### config.mk
export PLATFORM = sky130hd
export DESIGN_NAME = usb_audio_packet_rate_adapter
export DESIGN_NICKNAME = d
export VERILOG_FILES = /design/src/rtl/core/usbapra_pkg.sv /design/src/rtl/core/usb_audio_packet_rate_adapter.sv
export SDC_FILE = /design/constraint.sdc
export NUM_CORES = 1
export LEC_CHECK = 0
export BUFFER_PORTS_ARGS = -buffer_cell sky130_fd_sc_hd__buf_2
export CAP_MARGIN = 15
export CORE_UTILIZATION = 45
export CTS_CLUSTER_DIAMETER = 40
export DETAILED_ROUTE_END_ITERATION = 10
export PLACE_DENSITY = 0.65
export SYNTH_ARGS = -nofsm -noshare
export SYNTH_HDL_FRONTEND = slang
export SYNTH_SLANG_ARGS = --single-unit
### constraint.sdc
create_clock -name clk -period 4.5 [get_ports clk]
set_input_delay 0.9 -clock clk [delete_from_list [all_inputs] [get_ports clk]]
set_output_delay 0.9 -clock clk [all_outputs]
set_load 0.05 [all_outputs]
### src/rtl/core/usbapra_pkg.sv
// Shared types and constants for the USB audio packet rate adapter.
package usbapra_pkg;

	localparam int RING_SAMPLES = 1024;
	localparam int RING_BITS    = $clog2(RING_SAMPLES);
	localparam int TIMER_BITS   = 20;
	localparam int SPF_BITS     = 9;
	localparam int BYTES_BITS   = 13;
	localparam int OFFSET_BITS  = 11;
	localparam int SAMPLES_BITS = 10;
	localparam int CFG_IDX_BITS = 3;
	localparam int CFG_BITS     = 20;
	localparam int IN_DATA_BITS  = 40;
	localparam int IN_USER_BITS  = 2;
	localparam int OUT_DATA_BITS = 40;
	localparam int OUT_USER_BITS = 2;
	localparam int STEP_BITS     = $clog2(RING_BITS);

	localparam logic signed [RING_BITS-1:0] RESYNC_LIM = RING_BITS'(50);
	localparam logic signed [RING_BITS-1:0] TRIM_LIM   = RING_BITS'(5);

	localparam logic signed [1:0] ADJ_NONE  = 2'sd0;
	localparam logic signed [1:0] ADJ_LONG  = 2'sd1;
	localparam logic signed [1:0] ADJ_SHORT = -2'sd1;

	localparam logic [CFG_IDX_BITS-1:0] REG_RING_MODULUS = 3'd0;
	localparam logic [CFG_IDX_BITS-1:0] REG_SPF          = 3'd1;
	localparam logic [CFG_IDX_BITS-1:0] REG_WIDE         = 3'd2;
	localparam logic [CFG_IDX_BITS-1:0] REG_MAX_WIDE     = 3'd3;
	localparam logic [CFG_IDX_BITS-1:0] REG_MAX_NARROW   = 3'd4;

	typedef enum logic [6:0] {
		ST_IDLE  = 7'b0000001,
		ST_ELAP  = 7'b0000010,
		ST_WRAP  = 7'b0000100,
		ST_CLAMP = 7'b0001000,
		ST_DIV   = 7'b0010000,
		ST_DEV   = 7'b0100000,
		ST_EMIT  = 7'b1000000
	} state_t;

endpackage

### src/rtl/core/usb_audio_packet_rate_adapter.sv
// USB audio packet rate adapter: write position estimate, deviation trim, packet sizing.
//
// Channel | Group                      | Word contents
// in      | s_tvalid s_tready s_tdata  | tdata: timer_now, last_wrap_stamp; tuser: codec_on, stream_on
// out     | m_tvalid m_tready m_tdata  | tdata: read_offset, packet_bytes, samples_taken, adjustment
//         |                            | tuser: packet_valid, resynced
// cfg     | cfg_we cfg_index cfg_data  | register write, no read-back
//
// An item passes through ELAP, WRAP and CLAMP to form the elapsed tick count, then
// a restoring divider by the ring modulus yields one quotient bit per cycle in DIV;
// DEV then forms the deviation and EMIT writes the result word. A new item is taken
// only in IDLE. An item with codec_on low is accepted and dropped with no result word.
// The result register lets the next item in while its word is still held;
// the final step waits only if that register is still occupied. Reset is asynchronous.
module usb_audio_packet_rate_adapter (
	input  logic                                clk,
	input  logic                                arst_n,
	input  logic                                s_tvalid,
	output logic                                s_tready,
	// timer_now [19:0], last_wrap_stamp [39:20]
	input  logic [usbapra_pkg::IN_DATA_BITS-1:0]  s_tdata,
	// codec_on [0], stream_on [1]
	input  logic [usbapra_pkg::IN_USER_BITS-1:0]  s_tuser,
	output logic                                m_tvalid,
	input  logic                                m_tready,
	// read_offset [10:0], packet_bytes [23:11], samples_taken [33:24], adjustment [35:34], zero [39:36]
	output logic [usbapra_pkg::OUT_DATA_BITS-1:0] m_tdata,
	// packet_valid [0], resynced [1]
	output logic [usbapra_pkg::OUT_USER_BITS-1:0] m_tuser,
	input  logic                                cfg_we,
	input  logic [usbapra_pkg::CFG_IDX_BITS-1:0]  cfg_index,
	input  logic [usbapra_pkg::CFG_BITS-1:0]      cfg_data
);
	import usbapra_pkg::*;

	state_t state_q;

	logic [TIMER_BITS-1:0]   modulus_q;
	logic [SPF_BITS-1:0]     spf_q;
	logic                    wide_q;
	logic [BYTES_BITS-1:0]   max_wide_q;
	logic [BYTES_BITS-1:0]   max_narrow_q;

	logic [TIMER_BITS-1:0]   now_q;
	logic [TIMER_BITS-1:0]   stamp_q;
	logic                    stream_q;
	logic signed [TIMER_BITS+1:0] sum_q;
	logic [TIMER_BITS-1:0]   elapsed_q;
	logic [TIMER_BITS:0]     rem_q;
	logic [RING_BITS-1:0]    quot_q;
	logic [STEP_BITS-1:0]    step_q;
	logic [RING_BITS-1:0]    read_pos_q;
	logic [RING_BITS-1:0]    rp_q;
	logic signed [1:0]       adj_q;
	logic                    resync_q;

	logic [TIMER_BITS-1:0]   modulus;
	logic signed [TIMER_BITS+1:0] wrap_diff;
	logic [TIMER_BITS:0]     rem_dbl;
	logic                    rem_ge;
	logic [RING_BITS-1:0]    expected;
	logic signed [RING_BITS-1:0] dev;
	logic [SAMPLES_BITS-1:0] samples;
	logic [BYTES_BITS-1:0]   bytes_raw;
	logic [BYTES_BITS-1:0]   limit;
	logic [BYTES_BITS-1:0]   bytes;
	logic [OFFSET_BITS-1:0]  offset;
	logic                    out_free;

	assign modulus   = (modulus_q == '0) ? TIMER_BITS'(1) : modulus_q;
	assign wrap_diff = sum_q - $signed({2'b00, modulus});
	assign rem_dbl   = {rem_q[TIMER_BITS-1:0], 1'b0};
	assign rem_ge    = rem_dbl >= {1'b0, modulus};
	assign expected  = {~quot_q[RING_BITS-1], quot_q[RING_BITS-2:0]};
	// (rp + 3/2 ring - expected) mod ring, less half a ring, is rp - expected as signed
	assign dev       = $signed(read_pos_q - expected);

	always_comb begin
		if (spf_q == '0 && adj_q == ADJ_SHORT) begin
			samples = '0;
		end else begin
			samples = SAMPLES_BITS'({1'b0, spf_q}) + {{(SAMPLES_BITS-2){adj_q[1]}}, adj_q};
		end
		if (wide_q) begin
			bytes_raw = {samples, 3'b000};
			limit     = max_wide_q;
			offset    = {rp_q, 1'b0};
		end else begin
			bytes_raw = {1'b0, samples, 2'b00};
			limit     = max_narrow_q;
			offset    = {1'b0, rp_q};
		end
		bytes = (bytes_raw > limit) ? limit : bytes_raw;
	end

	assign out_free = !m_tvalid || m_tready;
	assign s_tready = (state_q == ST_IDLE);

	always_ff @(posedge clk or negedge arst_n) begin
		if (!arst_n) begin
			modulus_q    <= TIMER_BITS'(531998);
			spf_q        <= SPF_BITS'(48);
			wide_q       <= 1'b0;
			max_wide_q   <= BYTES_BITS'(1544);
			max_narrow_q <= BYTES_BITS'(772);
		end else if (cfg_we) begin
			unique case (cfg_index)
				REG_RING_MODULUS: modulus_q    <= cfg_data;
				REG_SPF:          spf_q        <= cfg_data[SPF_BITS-1:0];
				REG_WIDE:         wide_q       <= cfg_data[0];
				REG_MAX_WIDE:     max_wide_q   <= cfg_data[BYTES_BITS-1:0];
				REG_MAX_NARROW:   max_narrow_q <= cfg_data[BYTES_BITS-1:0];
				default: ;
			endcase
		end
	end

	always_ff @(posedge clk or negedge arst_n) begin
		if (!arst_n) begin
			state_q    <= ST_IDLE;
			read_pos_q <= '0;
			m_tvalid   <= 1'b0;
			step_q     <= '0;
		end else begin
			if (state_q == ST_EMIT && out_free) begin
				m_tvalid <= 1'b1;
			end else if (m_tready) begin
				m_tvalid <= 1'b0;
			end
			unique case (state_q)
				ST_IDLE: begin
					if (s_tvalid && s_tuser[0]) begin
						state_q <= ST_ELAP;
					end
				end
				ST_ELAP:  state_q <= ST_WRAP;
				ST_WRAP:  state_q <= ST_CLAMP;
				ST_CLAMP: begin
					step_q  <= '0;
					state_q <= ST_DIV;
				end
				ST_DIV: begin
					step_q <= step_q + 1'b1;
					if (step_q == STEP_BITS'(RING_BITS - 1)) begin
						state_q <= ST_DEV;
					end
				end
				ST_DEV:   state_q <= ST_EMIT;
				ST_EMIT: begin
					if (out_free) begin
						read_pos_q <= rp_q + samples[RING_BITS-1:0];
						state_q    <= ST_IDLE;
					end
				end
				default: state_q <= ST_IDLE;
			endcase
		end
	end

	always_ff @(posedge clk) begin
		unique case (state_q)
			ST_IDLE: begin
				now_q    <= s_tdata[TIMER_BITS-1:0];
				stamp_q  <= s_tdata[2*TIMER_BITS-1:TIMER_BITS];
				stream_q <= s_tuser[1];
			end
			ST_ELAP: begin
				sum_q <= $signed({2'b00, now_q}) + $signed({2'b00, modulus})
					- $signed({2'b00, stamp_q});
			end
			ST_WRAP: begin
				if (!wrap_diff[TIMER_BITS+1]) begin
					elapsed_q <= wrap_diff[TIMER_BITS-1:0];
				end else if (sum_q[TIMER_BITS+1]) begin
					elapsed_q <= '0;
				end else begin
					elapsed_q <= sum_q[TIMER_BITS-1:0];
				end
			end
			ST_CLAMP: begin
				rem_q <= (elapsed_q >= modulus) ? {1'b0, modulus - 1'b1} : {1'b0, elapsed_q};
				quot_q <= '0;
			end
			ST_DIV: begin
				rem_q  <= rem_ge ? rem_dbl - {1'b0, modulus} : rem_dbl;
				quot_q <= {quot_q[RING_BITS-2:0], rem_ge};
			end
			ST_DEV: begin
				if (dev < -RESYNC_LIM || dev > RESYNC_LIM) begin
					adj_q    <= ADJ_NONE;
					resync_q <= 1'b1;
					rp_q     <= expected;
				end else begin
					resync_q <= 1'b0;
					rp_q     <= read_pos_q;
					if (dev < -TRIM_LIM) begin
						adj_q <= ADJ_LONG;
					end else if (dev > TRIM_LIM) begin
						adj_q <= ADJ_SHORT;
					end else begin
						adj_q <= ADJ_NONE;
					end
				end
			end
			ST_EMIT: begin
				if (out_free) begin
					m_tdata <= {4'b0000, adj_q, samples,
						stream_q ? bytes : BYTES_BITS'(0),
						stream_q ? offset : OFFSET_BITS'(0)};
					m_tuser <= {resync_q, stream_q};
				end
			end
			default: ;
		endcase
	end

endmodule

## After elaboration in Yosys (flattened, before gate mapping)

Cells that the tools add are included.
W data, S select, Z words.

| storage, ports and cells | value |
|---|---|
| logic and storage cells | 103 |
| bits in registers | 242 |

| cells by class | value |
|---|---|
| reductions and logical operators | 21 |
| order comparisons | 7 |
| add/subtract/negate cells | 9 |
| eq/ne operators | 16 |
| multiplexer cells | 23 |
| bitwise operators | 2 |

Operator list:

| kind | count |
|---|---|
| $mux W20 | 5 |
| $pmux W7 S7 | 1 |
| $pmux W20 S2 | 1 |
| $mux W13 | 3 |
| $mux W10 | 3 |
| $sub A21 B20 Y22 | 1 |
| $sub A22 B21 Y22 | 1 |
| $add A20 B20 Y21 | 1 |
| $ge A21 B20 Y1 | 1 |
| $mux W7 | 3 |
| $ge A20 B20 Y1 | 1 |
| $logic_not A20 Y1 | 1 |
| $pmux W10 S2 | 1 |
| $sub A20 B1 Y20 const B | 1 |
| $sub A20 B20 Y20 | 1 |
| $reduce_and A2 Y1 | 7 |
| $gt A13 B13 Y1 | 1 |
| $add A10 B10 Y10 | 1 |
| $add A9 B10 Y10 | 1 |
| $gt A10 B4 Y1 const B | 1 |
| $gt A10 B7 Y1 const B | 1 |
| $lt A10 B4 Y1 const B | 1 |
| $lt A10 B7 Y1 const B | 1 |
| $sub A10 B10 Y10 | 1 |
| other kinds (27) | 38 |

## Longest topological paths before layout

| depth | value |
|---|---|
| depth in word-level cells | 6 |
| gate-level depth with buffers | 19 |
| gate-level depth less buffers | 18 |

## Least setup slack after synthesis

Ideal clock, no wire load.

| timing path | value |
|---|---|
| path type | register to register |
| start point | register modulus_q[7] |
| end point | register elapsed_q[18] (data pin) |
| arrival | 4,039 ps |
| data required time | 4,230 ps |
| path slack | 190 ps |
| setup time | 270 ps |
| path buffers | 2 |
| clock period less this slack | 4,310 ps |
| cell stages (with the launch flop) | 16 |
| path through | dfrtp_1 > or4_4 > nor4_1 > a21oi_1 > inv_1 > ha_1 > nor2b_1 > o31ai_1 > a2111oi_0 > o21ai_1 > a21oi_1 > o41ai_1 > buf_2 > clkbuf_1 > mux2i_1 > a21oi_1 |

| on the way | value |
|---|---|
| longest elaborated chain between the ends | 4 |

Ends and longest elaborated chain:

| element | line | source |
|---|---|---|
| from (decl) | usb_audio_packet_rate_adapter.sv:38 | `logic [TIMER_BITS-1:0] modulus_q;` |
| from (signal assigned) | usb_audio_packet_rate_adapter.sv:108 | `REG_RING_MODULUS: modulus_q <= cfg_data;` |
| $logic_not A20 Y1 | usb_audio_packet_rate_adapter.sv:70 | `assign modulus = (modulus_q == '0) ? TIMER_BITS'(1) : modulus_q;` |
| $mux W20 (*) | usb_audio_packet_rate_adapter.sv:70 |  |
| $sub A22 B21 Y22 (*) | usb_audio_packet_rate_adapter.sv:71 | `assign wrap_diff = sum_q - $signed({2'b00, modulus});` |
| $mux W20 (*) | usb_audio_packet_rate_adapter.sv:172 | `if (!wrap_diff[TIMER_BITS+1]) begin` |
| to (signal assigned) | usb_audio_packet_rate_adapter.sv:173 | `elapsed_q <= wrap_diff[TIMER_BITS-1:0];` |
| to (signal assigned) | usb_audio_packet_rate_adapter.sv:177 | `elapsed_q <= sum_q[TIMER_BITS-1:0];` |
| to (decl) | usb_audio_packet_rate_adapter.sv:48 | `logic [TIMER_BITS-1:0] elapsed_q;` |

Every way passes the cells marked *; elsewhere a longest branch is shown, timed or not.
A chain may end at the register's enable or synchronous reset.

## Worst setup path in the final report

| timing path | value |
|---|---|
| start point | register modulus_q[7] |
| end point | register rem_q[18] (data pin) |

| on the way | value |
|---|---|
| longest elaborated chain between the ends | 5 |

Ends and longest elaborated chain:

| element | line | source |
|---|---|---|
| $logic_not A20 Y1 | usb_audio_packet_rate_adapter.sv:70 |  |
| $mux W20 (*) | usb_audio_packet_rate_adapter.sv:70 |  |
| $sub A20 B20 Y20 (tied with other cells) | usb_audio_packet_rate_adapter.sv:185 | `rem_q <= rem_ge ? rem_dbl - {1'b0, modulus} : rem_dbl;` |
| $mux W20 (on tied branches) | usb_audio_packet_rate_adapter.sv:185, usb_audio_packet_rate_adapter.sv:181 |  |
| $pmux W20 S2 (*) | usb_audio_packet_rate_adapter.sv:161 | `unique case (state_q)` |
| to (signal assigned) | usb_audio_packet_rate_adapter.sv:181 | `rem_q <= (elapsed_q >= modulus) ? {1'b0, modulus - 1'b1} : {1'b0, elapsed_q};` |
| to (signal assigned) | usb_audio_packet_rate_adapter.sv:185 |  |
| to (decl) | usb_audio_packet_rate_adapter.sv:49 | `logic [TIMER_BITS:0] rem_q;` |

Marked as above.

==> impl_metrics.py <==
metrics = {
    "cts": {
        "clk_latency_ns": 0.55,
        "clkTransAtPathRegs_ns": 0.05,
        "cts_sinks": 242,
        "max-clock-path-buffers": 3,
        "cts_max_level": 2,
        "cts_tree": "yes",
        "cts-root-buf": "clkbuf_16",
        "numCtsBuffers": 42,
    },
    "routing": {
        "first_pass_iters": 5,
        "num_vias": 11700,
        "vias_per_cell": 5.54,
        "first_iter_violations": 734,
        "routed_wl_mm": 36.6,
        "drc": 0,
        "ant_nets": 0,
        "routedWlPerCell_um": 17.3,
    },
    "synthesis": {
        "synthCells": 1493,
        "synth-edff-count": 164,
        "synth_seq_cells": 242,
        "ys.flop_type": "edfxtp_1",
        "synth.area.top_cells": "edfxtp_1 31%, ha_1 9.8%, dfrtp_1 9.6%",
        "ys_types": 75,
        "syn_area_um2": 15700,
        "yosysTopAreaCell": "edfxtp_1",
        "ys_warn_count": 0,
        "seq_area_frac_synth_pct": 44.1,
        "yosys.area.top_type_share_pct": 31.5,
        "synth.avg_cell_area_um2": 10.5,
        "synthArstFlopShare_pct": 32.2,
    },
    "setup_path": {
        "cp_cell_sequence": "or4_4, nor4_2, buf_4, a21oi_1, buf_4, fa_1, a211oi_1, o21ai_1, a41oi_1, a21oi_1, o41ai_1, xor2_1, nor3_1, a311o_1",
        "crit_type": "reg -> reg",
        "worstSetupStartpointType": "register",
        "critPathTopFamily": "compound AO/OA/AOI/OAI gates",
        "rr_worst_depth": 14,
        "worst_path_max_delay_cell": "or4_4",
        "ff2ff_setup_slack_ns": 0.24,
        "cp_max_fo": 6,
        "crit-reg2reg-launch": "modulus_q[7]$_DFFE_PN0P_",
        "crit_required_ns": 4.77,
        "crit_arrival_ns": 4.54,
        "timing.rr.end": "rem_q[18]$_DFFE_PP_",
        "slowest_delay_ns": 0.59,
        "worstSetupEndpointType": "register",
        "cp_num_buf_inv": 2,
    },
    "placed_design": {
        "dpl_cell_area_um2": 16800,
        "place_congestion": 0.889,
        "dp_slack_ns": 0.0271,
        "hpwlAfterDp_mm": 27.5,
        "numPortBuffers": 109,
    },
    "timing": {
        "hold_viol": 0,
        "setup_violations": 0,
        "period_minus_slack_ns": 4.26,
        "slew_viol_final": 0,
        "fin_tns_setup_ns": 0,
        "skew_ns": 0.0239,
        "min_period_over_period_pct": 94.8,
        "worstMarginPinSlew_ns": 1.05,
        "fmax_ghz": 0.235,
        "rsz0062_at_grt": "false",
        "setup_slack_ns": 0.236,
        "slew_headroom_pct": 30.1,
    },
    "final_layout": {
        "syn2layout_area_growth_pct": 16.9,
        "nets": 1853,
        "final_area_um2": 18300,
        "final_util_pct": 54.0,
        "n_antenna_cell": 0,
        "nFillCells": 2966,
        "layout-drive-gt1-share_pct": 18.7,
    },
    "pwr": {
        "p_leak_nw": 7.78,
        "ir_drop_mv": 0.526,
        "power.density_nw_per_um2": 682,
        "power_w": 0.0125,
    },
    "job": {
        "max-cap-violations": 0,
    },
    "worst_hold_path": {
        "holdCritPathClass": "in -> async",
    },
    "floorplanning": {
        "die_w_um": 189,
        "chipHeight_um": 189,
        "pin_count": 114,
        "die-area_um2": 35500,
        "initial_core_util_pct": 46.2,
        "core_area_um2": 33900,
        "rows": 67,
    },
    "grt": {
        "grt_max_degree": 55,
        "grt-ovfl-total": 0,
        "grt.total_usage_pct": 20.9,
        "antenna_found_initial": 1,
        "grt_pass1_wl_mm": 58.9,
        "grt_pass1_vias": 11700,
    },
    "run_status": {
        "status": "completed",
    },
}
==> how the worst max path moves through the flow <==
| stage | startpoint | end | slack, ns | cells after the start |
|---|---|---|---|---|
| 4_1_cts | modulus_q[7]$_DFFE_PN0P_ | sum_q[20]$_DFFE_PP_ | 0.01 | 17 |
| 3_5_place_dp | modulus_q[7]$_DFFE_PN0P_ | sum_q[20]$_DFFE_PP_ | 0.03 | 17 |
| 3_3_place_gp | modulus_q[7]$_DFFE_PN0P_ | sum_q[20]$_DFFE_PP_ | 0.06 | 17 |
| 2_1_floorplan | modulus_q[7]$_DFFE_PN0P_ | elapsed_q[18]$_DFFE_PP_ | 0.19 | 15 |
| 6_report | modulus_q[7]$_DFFE_PN0P_ | rem_q[18]$_DFFE_PP_ | 0.24 | 14 |
| 5_1_grt | modulus_q[7]$_DFFE_PN0P_ | elapsed_q[8]$_DFFE_PP_ | 0.01 | 16 |
==> synthesized netlist by cell type (all sizes together) (8+ instances only) <==
cell type	n
buf	16
dfrtp	60
a21boi	12
mux2i	49
nor2	89
nor2b	23
nand2	109
nand4	12
a21o	29
a31oi	11
or3	10
o21ai	94
o21a	15
mux2	46
xnor2	55
clkbuf	35
o21bai	9
nor3	34
ha	122
and2	9
xor2	23
nand3	22
nand2b	17
and3	19
edfxtp	164
a22o	11
or2	14
fa	25
dfstp	18
o31ai	8
o211ai	14
a21oi	83
inv	125
a211oi	18
==> layer usage <==
metal  vias up  routed length (um)  GRT usage [%]
met1      5627               16900           27.8
met3        73                1530           3.22
li1       5752                   -              -
met2       269               17200           34.6
met5         -                  13              0
met4         2                 953           7.35
==> cells in the final DEF, fill, tap and decap left out, drive strengths merged, types with 22 or more instances in the layout <==
cell type / synthesis / final
a21o: 29 / 29
a21oi: 83 / 83
buf: 16 / 146
clkbuf: 35 / 61
dfrtp: 60 / 60
edfxtp: 164 / 164
fa: 25 / 25
ha: 122 / 122
inv: 125 / 129
mux2: 46 / 46
mux2i: 49 / 49
nand2: 109 / 109
nand3: 22 / 22
nor2: 89 / 89
nor2b: 23 / 23
nor3: 34 / 34
o21ai: 94 / 94
xnor2: 55 / 55
xor2: 23 / 23
==> metrics by stage <==
stage,std cells,hold WS (ns)
after CTS,2115,0.424
after floorplan,1496,0.400
after detailed placement,2038,0.436
after global routing,2117,0.461
final,2117,0.431
after global placement,2038,0.418
==> what timing repair did <==
item | 4_1_cts | 5_1_grt
hold buffers | 0 | 0
setup endpoints to repair | 0 | 29
endpoints found under the hold margin | 0 | 0
resized for setup | 0 | 20
buffers inserted | 0 | 0
==> flip-flops by register name, summed over array words and instances, names as in the netlist, 13 cells and up <==
| register | count |
|---|---|
| stamp_q | 20 |
| elapsed_q | 20 |
| max_wide_q | 13 |
| max_narrow_q | 13 |
| now_q | 20 |
| modulus_q | 20 |
| sum_q | 22 |
| m_tdata | 36 |
| rem_q | 20 |
==> report_power, final <==
part / switching, W / internal, W / total, W
registers: 0.000297 / 0.00323 / 0.00352
clock network: 0.00109 / 0.00195 / 0.00304
logic: 0.00336 / 0.00256 / 0.00592
total: 0.00474 / 0.00774 / 0.0125
==> cell families (layout without fill, tap and decap cells) <==
group	Yosys count	count (layout)	synth area share (%)
AO/OA/AOI/OAI	358	358	14.9
XOR/XNOR	78	78	4.36
adder cells (fa/ha/maj)	150	150	13.1
buffers and inverters	176	349	4.48
flip-flops	242	242	44.1
multiplexers	95	95	6.44
other	1	4	0.0240
AND/OR/NAND/NOR	393	393	12.6
==> final cells by class <==
| type | instances | area (um^2) | area share (%) |
|---|---|---|---|
| timing repair buffer | 147 | 835 | 4.56 |
| multi-input combinational | 1078 | 8180 | 44.7 |
| tap | 448 | 561 | 3.06 |
| clock buffer | 60 | 1220 | 6.68 |
| clock inverter | 17 | 140 | 0.766 |
| sequential | 242 | 6900 | 37.7 |
| inverter | 125 | 469 | 2.56 |
Note: power is estimated with default switching activity, not from simulation.
